<file path="src/rtl/core/cup_pkg.sv">
// shared types, register codes and byte folding for copy_until_pattern
`timescale 1ns / 1ps

package cup_pkg;

  localparam int CFG_DATA_W = 64;
  localparam int CFG_IDX_W  = 2;
  localparam int LEN_W      = 5;

  // configuration register indexes
  localparam logic [CFG_IDX_W-1:0] REG_PAT_LOW  = 2'd0;
  localparam logic [CFG_IDX_W-1:0] REG_PAT_HIGH = 2'd1;
  localparam logic [CFG_IDX_W-1:0] REG_PAT_LEN  = 2'd2;
  localparam logic [CFG_IDX_W-1:0] REG_MATCH_CS = 2'd3;

  typedef enum logic [3:0] {
    ST_IDLE   = 4'b0001,
    ST_EVAL   = 4'b0010,
    ST_EMIT   = 4'b0100,
    ST_STATUS = 4'b1000
  } cup_state_t;

  // controller -> datapath
  typedef struct packed {
    logic load;   // append accepted byte to window
    logic eval;   // latch shift amount and match result
    logic shift;  // head byte delivered, drop it
    logic clear;  // status delivered, empty window
  } cup_cmd_t;

  // datapath -> controller
  typedef struct packed {
    logic emit_left;
    logic emit_last;
    logic hit;
    logic eos;
  } cup_sts_t;

  // ascii upper-casing unless exact compare
  function automatic logic [7:0] fold_byte(input logic [7:0] c, input logic exact);
    logic [7:0] r;
    r = c;
    if (!exact && c >= 8'h61 && c <= 8'h7a) begin
      r = c - 8'h20;
    end
    return r;
  endfunction

endpackage

</file>
<file path="src/rtl/core/copy_until_pattern.sv">
// top level: copy a byte stream until a configured pattern is found
`timescale 1ns / 1ps

// copy_until_pattern passes bytes from the input channel to the output channel
// until the first occurrence of a pattern of 1 to PATTERN_MAX bytes (exact or
// ascii case-insensitive compare), holding back only bytes that could still
// begin a match. on a match the held bytes are dropped, one found status
// transaction is sent, and input bytes are discarded up to and including the
// end-of-stream byte. if the stream ends first, the held bytes are flushed and
// a not-found status follows. one input transaction at a time: an accepted
// byte is registered into the window, the parallel prefix compare over the
// whole window then latches the copy count and match result, and the result
// transactions follow in turn (an emit step runs even when none is copied);
// bytes discarded after a match are accepted while idle. the output stall
// holds back results. last_of_run marks the final result of each input byte.
// configuration must be written only while idle; the block does not check it.

module copy_until_pattern import cup_pkg::*; #(
  parameter int PATTERN_MAX = 16
) (
  input  logic                  clk,
  input  logic                  rst_n,
  // input channel
  input  logic                  in_valid,
  output logic                  in_stall,
  input  logic [7:0]            in_data_byte,
  input  logic                  in_end_of_stream,
  // result channel
  output logic                  out_valid,
  input  logic                  out_stall,
  output logic [7:0]            out_out_byte,
  output logic                  out_is_status,
  output logic                  out_pattern_found,
  output logic                  out_last_of_run,
  // configuration write port
  input  logic                  cfg_wr_en,
  input  logic [CFG_IDX_W-1:0]  cfg_index,
  input  logic [CFG_DATA_W-1:0] cfg_wr_data
);

  cup_cmd_t   cmd;   // controller commands
  cup_sts_t   sts;   // datapath status
  logic [7:0] head_byte;

  // controller: owns the handshakes and the discard-after-match flag
  cup_ctrl u_ctrl (
    .clk           (clk),
    .rst_n         (rst_n),
    .in_valid      (in_valid),
    .in_stall      (in_stall),
    .in_eos        (in_end_of_stream),
    .out_valid     (out_valid),
    .out_stall     (out_stall),
    .out_is_status (out_is_status),
    .out_found     (out_pattern_found),
    .out_last      (out_last_of_run),
    .sts           (sts),
    .cmd           (cmd)
  );

  // datapath: window shift register, pattern registers, prefix compare
  cup_datapath #(
    .PATTERN_MAX (PATTERN_MAX)
  ) u_dp (
    .clk         (clk),
    .rst_n       (rst_n),
    .cfg_wr_en   (cfg_wr_en),
    .cfg_index   (cfg_index),
    .cfg_wr_data (cfg_wr_data),
    .in_byte     (in_data_byte),
    .in_eos      (in_end_of_stream),
    .cmd         (cmd),
    .sts         (sts),
    .head_byte   (head_byte)
  );

  // copied bytes always come from the front of the window; status carries zero
  assign out_out_byte = out_is_status ? 8'h00 : head_byte;

endmodule

</file>
<file path="src/rtl/core/cup_datapath.sv">
// window storage, pattern registers and parallel prefix compare
`timescale 1ns / 1ps

module cup_datapath import cup_pkg::*; #(
  parameter int PATTERN_MAX = 16
) (
  input  logic                  clk,
  input  logic                  rst_n,
  input  logic                  cfg_wr_en,
  input  logic [CFG_IDX_W-1:0]  cfg_index,
  input  logic [CFG_DATA_W-1:0] cfg_wr_data,
  input  logic [7:0]            in_byte,
  input  logic                  in_eos,
  input  cup_cmd_t              cmd,
  output cup_sts_t              sts,
  output logic [7:0]            head_byte
);

  localparam int CW = $clog2(PATTERN_MAX + 1);

  logic [CFG_DATA_W-1:0] pat_lo_r, pat_hi_r;
  logic [LEN_W-1:0]      len_r;
  logic                  exact_r;

  logic [7:0]    win_r   [PATTERN_MAX];
  logic [7:0]    win_nxt [PATTERN_MAX];
  logic [CW-1:0] cnt_r, cnt_nxt;
  logic [CW-1:0] emit_r, emit_nxt;
  logic          hit_r, hit_nxt;
  logic          eos_r, eos_nxt;

  logic [7:0]             wf [PATTERN_MAX];
  logic [7:0]             pf [PATTERN_MAX];
  logic [2*CFG_DATA_W-1:0] pat_all;
  logic [PATTERN_MAX-1:0] cand;
  logic [CW-1:0]          sel, rem, len_eff;

  // configuration registers
  always_ff @(posedge clk) begin
    if (!rst_n) begin
      pat_lo_r <= '0;
      pat_hi_r <= '0;
      len_r    <= LEN_W'(1);
      exact_r  <= 1'b1;
    end else if (cfg_wr_en) begin
      unique case (cfg_index)
        REG_PAT_LOW:  pat_lo_r <= cfg_wr_data;
        REG_PAT_HIGH: pat_hi_r <= cfg_wr_data;
        REG_PAT_LEN:  len_r    <= cfg_wr_data[LEN_W-1:0];
        REG_MATCH_CS: exact_r  <= cfg_wr_data[0];
        default: ;
      endcase
    end
  end

  // out-of-range lengths clamp to 1..PATTERN_MAX
  always_comb begin
    if (len_r == '0) begin
      len_eff = CW'(1);
    end else if (len_r > LEN_W'(PATTERN_MAX)) begin
      len_eff = CW'(PATTERN_MAX);
    end else begin
      len_eff = CW'(len_r);
    end
  end

  assign pat_all = {pat_hi_r, pat_lo_r};

  always_comb begin
    for (int i = 0; i < PATTERN_MAX; i++) begin
      wf[i] = fold_byte(win_r[i], exact_r);
      pf[i] = fold_byte(pat_all[8*i +: 8], exact_r);
    end
  end

  // candidate start s: tail from s fits and equals a pattern prefix
  always_comb begin
    for (int s = 0; s < PATTERN_MAX; s++) begin
      cand[s] = (CW'(s) < cnt_r) && ((cnt_r - CW'(s)) <= len_eff);
      for (int i = 0; i < PATTERN_MAX - s; i++) begin
        if ((CW'(s + i) < cnt_r) && (wf[s+i] != pf[i])) begin
          cand[s] = 1'b0;
        end
      end
    end
    sel = cnt_r;
    for (int s = PATTERN_MAX - 1; s >= 0; s--) begin
      if (cand[s]) begin
        sel = CW'(s);
      end
    end
    rem = cnt_r - sel;
  end

  always_comb begin
    win_nxt  = win_r;
    cnt_nxt  = cnt_r;
    emit_nxt = emit_r;
    hit_nxt  = hit_r;
    eos_nxt  = eos_r;
    if (cmd.load) begin
      for (int i = 0; i < PATTERN_MAX; i++) begin
        if (CW'(i) == cnt_r) begin
          win_nxt[i] = in_byte;
        end
      end
      cnt_nxt = cnt_r + CW'(1);
      eos_nxt = in_eos;
    end
    if (cmd.eval) begin
      hit_nxt  = (rem == len_eff);
      emit_nxt = (!hit_nxt && eos_r) ? cnt_r : sel;
    end
    if (cmd.shift) begin
      for (int i = 0; i < PATTERN_MAX - 1; i++) begin
        win_nxt[i] = win_r[i+1];
      end
      cnt_nxt  = cnt_r - CW'(1);
      emit_nxt = emit_r - CW'(1);
    end
    if (cmd.clear) begin
      cnt_nxt = '0;
    end
  end

  always_ff @(posedge clk) begin
    win_r <= win_nxt;
  end

  always_ff @(posedge clk) begin
    if (!rst_n) begin
      cnt_r  <= '0;
      emit_r <= '0;
      hit_r  <= 1'b0;
      eos_r  <= 1'b0;
    end else begin
      cnt_r  <= cnt_nxt;
      emit_r <= emit_nxt;
      hit_r  <= hit_nxt;
      eos_r  <= eos_nxt;
    end
  end

  assign sts.emit_left = (emit_r != '0);
  assign sts.emit_last = (emit_r == CW'(1));
  assign sts.hit       = hit_r;
  assign sts.eos       = eos_r;
  assign head_byte     = win_r[0];

  a_cnt_bound: assert property (@(posedge clk) disable iff (!rst_n)
    cnt_r <= CW'(PATTERN_MAX))
    else $error("window count above depth");

  a_emit_in_window: assert property (@(posedge clk) disable iff (!rst_n)
    emit_r <= cnt_r)
    else $error("more bytes to copy than held");

  a_clear_empties: assert property (@(posedge clk) disable iff (!rst_n)
    cmd.clear |=> cnt_r == '0)
    else $error("window not empty after status");

endmodule

</file>
<file path="src/rtl/core/cup_ctrl.sv">
// sequencing state machine for copy_until_pattern
`timescale 1ns / 1ps

module cup_ctrl import cup_pkg::*; (
  input  logic     clk,
  input  logic     rst_n,
  input  logic     in_valid,
  output logic     in_stall,
  input  logic     in_eos,
  output logic     out_valid,
  input  logic     out_stall,
  output logic     out_is_status,
  output logic     out_found,
  output logic     out_last,
  input  cup_sts_t sts,
  output cup_cmd_t cmd
);

  cup_state_t state_r, state_nxt;
  logic       matched_r, matched_nxt;
  logic       in_acc, out_acc, ends;

  assign in_stall = (state_r != ST_IDLE);
  assign in_acc   = in_valid && !in_stall;
  assign out_acc  = out_valid && !out_stall;
  assign ends     = sts.hit || sts.eos;

  assign out_valid     = ((state_r == ST_EMIT) && sts.emit_left) || (state_r == ST_STATUS);
  assign out_is_status = (state_r == ST_STATUS);
  assign out_found     = (state_r == ST_STATUS) && sts.hit;
  assign out_last      = (state_r == ST_STATUS) ||
                         ((state_r == ST_EMIT) && sts.emit_last && !ends);

  always_comb begin
    state_nxt   = state_r;
    matched_nxt = matched_r;
    cmd         = '0;
    unique case (state_r)
      ST_IDLE: begin
        if (in_acc) begin
          if (matched_r) begin
            if (in_eos) begin
              matched_nxt = 1'b0;
            end
          end else begin
            cmd.load  = 1'b1;
            state_nxt = ST_EVAL;
          end
        end
      end
      ST_EVAL: begin
        cmd.eval  = 1'b1;
        state_nxt = ST_EMIT;
      end
      ST_EMIT: begin
        if (!sts.emit_left) begin
          state_nxt = ends ? ST_STATUS : ST_IDLE;
        end else if (out_acc) begin
          cmd.shift = 1'b1;
          if (sts.emit_last) begin
            state_nxt = ends ? ST_STATUS : ST_IDLE;
          end
        end
      end
      ST_STATUS: begin
        if (out_acc) begin
          cmd.clear   = 1'b1;
          matched_nxt = sts.hit && !sts.eos;
          state_nxt   = ST_IDLE;
        end
      end
      default: state_nxt = ST_IDLE;
    endcase
  end

  always_ff @(posedge clk) begin
    if (!rst_n) begin
      state_r   <= ST_IDLE;
      matched_r <= 1'b0;
    end else begin
      state_r   <= state_nxt;
      matched_r <= matched_nxt;
    end
  end

  a_matched_idle: assert property (@(posedge clk) disable iff (!rst_n)
    matched_r |-> state_r == ST_IDLE)
    else $error("discard mode outside idle");

  a_status_done: assert property (@(posedge clk) disable iff (!rst_n)
    (state_r == ST_STATUS) && out_acc |=> state_r == ST_IDLE)
    else $error("status transaction did not finish the run");

  a_one_last: assert property (@(posedge clk) disable iff (!rst_n)
    out_acc && out_last && !out_is_status |=> state_r == ST_IDLE)
    else $error("run continued after last byte");

endmodule
</file>
<file path="config.mk">
export PLATFORM = sky130hd
export DESIGN_NAME = copy_until_pattern
export DESIGN_NICKNAME = d
export VERILOG_FILES = /design/src/rtl/core/cup_pkg.sv /design/src/rtl/core/copy_until_pattern.sv /design/src/rtl/core/cup_datapath.sv /design/src/rtl/core/cup_ctrl.sv
export SDC_FILE = /design/constraint.sdc
export NUM_CORES = 1
export LEC_CHECK = 0
export BUFFER_PORTS_ARGS = -buffer_cell sky130_fd_sc_hd__clkbuf_2
export CORE_UTILIZATION = 58
export CTS_CLUSTER_DIAMETER = 30
export CTS_CLUSTER_SIZE = 24
export DETAILED_ROUTE_END_ITERATION = 10
export PLACE_DENSITY = 0.74
export SYNTH_ARGS = -nofsm -noshare
export SYNTH_HDL_FRONTEND = slang
export SYNTH_SLANG_ARGS = --single-unit
</file>
<file path="constraint.sdc">
create_clock -name clk -period 10.5 [get_ports clk]
set_input_delay 0.525 -clock clk [delete_from_list [all_inputs] [get_ports clk]]
set_output_delay 0.525 -clock clk [all_outputs]
set_load 0.02 [all_outputs]
</file>
After elaboration in Yosys (flattened, before gate mapping) --
Index checks and enable logic that the tools add are counted.
Storage, ports and cells: bits in registers 279, latch bits 0, bits in writable memories 0, bits in read-only memories 0, bits of input ports 80, output and inout port bits 13, logic and storage cells 849, memories 0
Cells by class: $add $sub $neg 50, multipliers 0, divide/modulo/power cells 0, order comparisons 97, equality and inequality tests 166, shifts and indexed selects 0, muxes and demuxes 231, bitwise operators 1, reduce and logical (&&, ||, !) cells 278
Operators with widths (number):
- $ne A8 B8 Y1 | 136
- $mux W8 | 49
- $ge A8 B7 Y1 const B | 32
- $le A8 B7 Y1 const B | 32
- $sub A8 B6 Y8 const B | 32
- $logic_and A1 B1 Y1 | 224
- $mux W1 | 148
- $mux W128 | 1
- $mux W120 | 1
- $mux W5 | 23
- $le A5 B5 Y1 | 16
- $eq A4 B5 Y1 const A | 8
- $lt A4 B5 Y1 const A | 8
- $reduce_and A2 Y1 | 20
- $sub A5 B4 Y5 const B | 8
- $reduce_bool A2 Y1 | 18
- $mux W4 | 7
- $eq A3 B5 Y1 const A | 4
- $lt A3 B5 Y1 const A | 4
- $sub A5 B3 Y5 const B | 4
- $pmux W4 S4 | 1
- $eq A2 B5 Y1 const A | 2
- $logic_not A5 Y1 | 2
- $lt A1 B5 Y1 const A | 2
- other kinds (28) | 41

Logic depth before layout (Yosys ltp) --
depth in word-level cells 30, gate-level depth with buffers 30, depth with buffers taken out 29

Modules after synthesis --
From an unflattened synthesis, not the netlist that was laid out.
Second synthesis, totals: cell total of the unflattened synthesis 3762, area total of the unflattened synthesis 30500.5 um^2
By module, submodules not included:
- cup_datapath | times used 1, cells an instance 3706, area an instance 30100.1 um^2, sequential area each 6766.5 um^2
- cup_ctrl | times used 1, cells an instance 48, area an instance 350.3 um^2, sequential area each 100.1 um^2
- copy_until_pattern | times used 1, cells an instance 8, area an instance 50.0 um^2, sequential area each 0.0 um^2

Least setup slack after synthesis --
OpenSTA, ideal clock, no wires.
path type register to register, start point register u_dp.cnt_r[1], end point register u_dp.emit_r[0], setup time 0.095 ns, data arrival time 5.188 ns, data required time 10.405 ns, setup slack 5.217 ns, cell stages (with the launch flop) 26, buffers on the path 1, period minus slack after synthesis 5.283 ns, cell sequence dfxtp_1 -> buf_2 -> inv_1 -> ha_1 -> inv_1 -> ha_1 -> nor2b_1 -> o21ai_0 -> nand2_1 -> a211oi_1 -> o21ai_0 -> or4b_1 -> nor4_4 -> nor3_1 -> nor3_1 -> nand2_1 -> inv_1 -> ha_1 -> fa_1 -> xor2_1 -> nor2_1 -> nand4_1 -> nor4_4 -> mux2_4 -> nor2_2 -> o311ai_1
Between the ends: longest elaborated chain between the ends 27, elaborated cells between the ends (all ways) 358, those cells by class add/sub: 16; order compare: 32; eq/ne: 1; mux: 155; reduce/logical: 154
Ends and longest elaborated chain:
- from (decl) | RTL line cup_datapath.sv:27 | logic [CW-1:0] cnt_r, cnt_nxt;
- from (signal assigned) | RTL line cup_datapath.sv:137 | cnt_r <= cnt_nxt;
- $sub A5 B4 Y5, or another cell as far along | RTL line cup_datapath.sv:79 | cand[s] = (CW'(s) < cnt_r) && ((cnt_r - CW'(s)) <= len_eff);
- $le A5 B5 Y1 | RTL line cup_datapath.sv:79
- $logic_and A1 B1 Y1 | RTL line cup_datapath.sv:79
- $mux W1 | RTL line cup_datapath.sv:81 | if ((CW'(s + i) < cnt_r) && (wf[s+i] != pf[i])) begin
- $mux W5 / $mux W1 (equally long branches) (14 in series) | RTL line cup_datapath.sv:88, cup_datapath.sv:81
- $mux W5 (2 in series) | RTL line cup_datapath.sv:88 | if (cand[s]) begin
- $sub A5 B5 Y5 | RTL line cup_datapath.sv:92 | rem = cnt_r - sel;
- $eq A5 B5 Y1 | RTL line cup_datapath.sv:111 | hit_nxt = (rem == len_eff);
- $logic_not A1 Y1 | RTL line cup_datapath.sv:112 | emit_nxt = (!hit_nxt && eos_r) ? cnt_r : sel;
- $logic_and A1 B1 Y1 | RTL line cup_datapath.sv:112
- $mux W5 (*) | RTL line cup_datapath.sv:112
- $mux W5 (*) | RTL line cup_datapath.sv:110 | if (cmd.eval) begin
- $mux W5 (*) | RTL line cup_datapath.sv:114 | if (cmd.shift) begin
- to (signal assigned) | RTL line cup_datapath.sv:138 | emit_r <= emit_nxt;
- to (decl) | RTL line cup_datapath.sv:28 | logic [CW-1:0] emit_r, emit_nxt;
Every way passes the cells marked *; elsewhere a longest branch is shown, timed or not. The select of a mux whose other input is x is not followed. A chain may end at the register's enable or synchronous reset.

Worst setup path in the final report --
start point register u_dp.win_r[24] (netlist bit), end point register u_dp.emit_r[2]
Between the ends: longest elaborated chain between the ends 30, elaborated cells between the ends (all ways) 104, those cells by class add/sub: 2; order compare: 2; eq/ne: 14; mux: 69; reduce/logical: 17
Ends and longest elaborated chain:
- from (decl) | RTL line cup_datapath.sv:25 | logic [7:0] win_r [PATTERN_MAX];
- from (signal assigned) | RTL line cup_datapath.sv:127 | win_r <= win_nxt;
- $ge A8 B7 Y1 | RTL line cup_pkg.sv:43 | if (!exact && c >= 8'h61 && c <= 8'h7a) begin
- $logic_and A1 B1 Y1 (2 in series) | RTL line cup_pkg.sv:43
- $mux W8 (*) | RTL line cup_pkg.sv:43
- $ne A8 B8 Y1 | RTL line cup_datapath.sv:81
- $logic_and A1 B1 Y1 | RTL line cup_datapath.sv:81
- $mux W1 (4 in series) | RTL line cup_datapath.sv:81
- $mux W5 (12 in series) | RTL line cup_datapath.sv:88
- $mux W5 (*) | RTL line cup_datapath.sv:88
- $sub A5 B5 Y5 | RTL line cup_datapath.sv:92
- $eq A5 B5 Y1 | RTL line cup_datapath.sv:111
- $logic_not A1 Y1 | RTL line cup_datapath.sv:112
- $logic_and A1 B1 Y1 | RTL line cup_datapath.sv:112
- $mux W5 (*) | RTL line cup_datapath.sv:112
- $mux W5 (*) | RTL line cup_datapath.sv:110
- $mux W5 (*) | RTL line cup_datapath.sv:114
Marked as above.

==> run summary <==
Most frequent cells in the layout = xnor2_1, xor2_1, nand2_1
Setup Fix Bufs, Post-CTS = 0
Clock transition at the registers of the reported paths = 0.05 ns
Skew-Pair Late Insertion Delay = 0.61 ns
Overall Power = 4.008 mW
CTS Buffer Depth = 3
Detailed placement HPWL = 80820 um
Initial Utilization = 59.16%
Min Tclk post-route = 6.810 ns
R2R Path Start = u_dp.win_r[24]
Status = finished clean
Min Hold Slack = 0.1140 ns
Setup TNS = 0 ns
Final instance area = 33400 sq um
Crit path DAT = 7.30 ns
IO Count = 93
Die width = 231.7 um
Setup crit start = u_dp.win_r[24]
RSZ-0062 raised after global routing = false
MaxCap Viol Count = 0
DRT Wirelength = 115600 um
Synth top area share = 21.18%
Post-CTS Hold Buffers = 0
Synthesized cell area = 30600 sq um
DRC Markers = 0
Vias in the first global route = 26430
Worst hold start = in_data_byte[3]
TritonCTS Buffers = 69
Worst setup EP type = register
Rel. slew slack = 5.448%
Most common cell after layout, fill and taps aside = xnor2_1
Slew @ Worst Pin = 1.418 ns
Number of routed nets with antenna violations = 0
CP Launch Type = register
Distinct cell type count after synthesis = 88
Power Density = 120.0 nW/um^2
Worst Path Required = 10.99 ns
Row count = 83
Port bufs = 92
Slowest cell delay on critical path = 0.92 ns
Share of async-settable or async-resettable flops after synthesis = 0%
Hold Fails Final Rpt = 0
Crit-path slowest cell = nor4_1
Post-synth top flop = dfxtp_1
Fmax = 0.1469 GHz
Total number of vias = 28320
Ys Warns = 0
Post-Syn Nets = 3832
Pin count of the biggest net entering global routing = 76
Worst Path Class, Setup = register to register
Register area share after synthesis = 22.44%
CTS Root Buffer Type = clkbuf_16
First drt pass iteration count = 6
Largest cells by area after synthesis = xnor2_1, edfxtp_1, xor2_1
Sink Count = 279
TritonCTS clock tree = yes
Cells after synthesis = 3646
Core area = 51720 sq um
Die Y = 231.7 um
Fin crit share = 64.85%
Worst Hold Class = input port to register
Placed cell areas = 31110 sq um
Mean cell area of the mapped netlist = 8.392 sq um
Drt via density = 6.594
Post-cts sizing count = 0
CTS H-tree depth = 3
GRT Util Overall = 42.53%
Final setup viols = 0
Fin. max-slew vios = 0
Buf/Inv on CP = 2
Critical Path Fanout Max = 16
EDFF count, synth = 128
Layout cells sized above 1 = 11.95%
Critical path, cell by cell = or4_4, o21bai_4, o31a_1, xnor2_1, a41oi_1, nor4_1, and4_1, nor2_1, o211ai_1, nand4_1, nand2_1, inv_1, ha_1, fa_1, inv_1, a21o_1, a21oi_1, xnor2_1, nand4_1, nor4_4, mux2_4, nor2_2, o311ai_1
Initial antenna violation count = 2
Area growth, synth to finish = 9.169%
Lkg Pwr = 12.90 nW
Number of DRC markers in iteration 0 = 4075
Synth Register Bits = 279
Nets@finish = 3748
Grt total ovfl = 0
Die ar. = 53670 sq um
Routability cong. = 1.105
Synth area leader = xnor2_1
Peak VDD IR = 0.0001385 V
First-pass GRT wire length = 171400 um
Drt wl/cell = 26.91 um
# diodes = 0
Fin Clk Skew = 0.02308 ns
CP top delay family = simple AND/OR/NAND/NOR gates
## path summary, 6_finish.rpt
| kind | slack, ns | endpoint | depth (start not counted) |
|---|---|---|---|
| max | 3.69 | u_dp.emit_r[2] | 23 |
| min | 0.11 | u_dp.win_r[3] | 1 |
| max reg2reg | 3.69 | u_dp.emit_r[2] | 23 |
| min reg2reg | 0.46 | u_dp.pat_lo_r[51] | 2 |
## synthesized netlist by cell type (all sizes together) (37+ instances only)
cell	number
nand3	191
ha	105
or4	37
xnor2	740
dfxtp	151
inv	143
xor2	379
nor2	69
nor3	134
a21oi	187
edfxtp	128
nor4	55
a41oi	83
a21o	132
o21ai	39
buf	247
clkbuf	118
nand2	377
o41ai	57
## metal layers
metal | track usage [%] | vias up | share of wire [%]
li1 | - | 12320 | -
met1 | 56.07 | 13470 | 39
met2 | 61.46 | 2032 | 41
met3 | 13.13 | 497 | 14
met4 | 23.27 | 4 | 6.3
met5 | 0 | - | 0.022
## logic make-up (layout without fill, tap and decap cells)
logic type,Yosys count,after routing,synth area share (%)
adder cells (fa/ha/maj),106,106,4.359
AO/OA/AOI/OAI,663,663,17.49
buffers and inverters,509,478,7.905
flip-flops,279,279,22.44
multiplexers,8,8,0.3190
XOR/XNOR,1119,1119,32.03
AND/OR/NAND/NOR,962,962,15.45
## power by group
part / total (mW) / internal [mW] / switching, mW
clock: 2.09 / 1.42 / 0.678
sequential: 1.23 / 1.17 / 0.0640
combinational: 0.680 / 0.259 / 0.421
## sequential cells by signal, summed over array words and instances, names as in the netlist
name,count
u_dp.cnt_r,5
u_dp.win_r,120
u_dp.eos_r,1
u_dp.len_r,5
u_dp.hit_r,1
u_ctrl.matched_r,1
u_dp.head_byte,8
u_dp.emit_r,5
u_dp.exact_r,1
u_dp.pat_hi_r,64
u_ctrl.state_r,4
u_dp.pat_lo_r,64
## worst register-to-register path, delay by kind of cell (launching register included)
family	cells	cell delay (ns)
AOI/OAI and AO/OA	7	1.67
buffers and inverters	2	0.13
adders and majority gates	2	0.61
and+or+nand+nor	9	2.84
muxes	1	0.22
xor gates and xnor gates	2	0.39
DFF	1	0.83
## final cells by class
| cell class | count | area (sq um) |
|---|---|---|
| Clock buffer | 89 | 1937 |
| Tap cell | 680 | 850.8 |
| Fill cell | 4385 | 18320 |
| Multi-Input combinational cell | 2858 | 21510 |
| Inverter | 144 | 543.0 |
| Sequential cell | 279 | 6867 |
| Timing Repair Buffer | 210 | 1346 |
| Clock inverter | 35 | 350.3 |
## stage by stage
stage	utilization, %	cells	worst slack [ns]
6_report	64.58	4295	3.690
5_1_grt	64.58	4295	3.495
4_1_cts	64.57	4295	3.996
3_5_place_dp	60.15	4171	4.005
3_3_place_gp	60.15	4171	4.075
2_1_floorplan	-	3646	5.217
No activity file was read; power rests on OpenSTA's default activity.
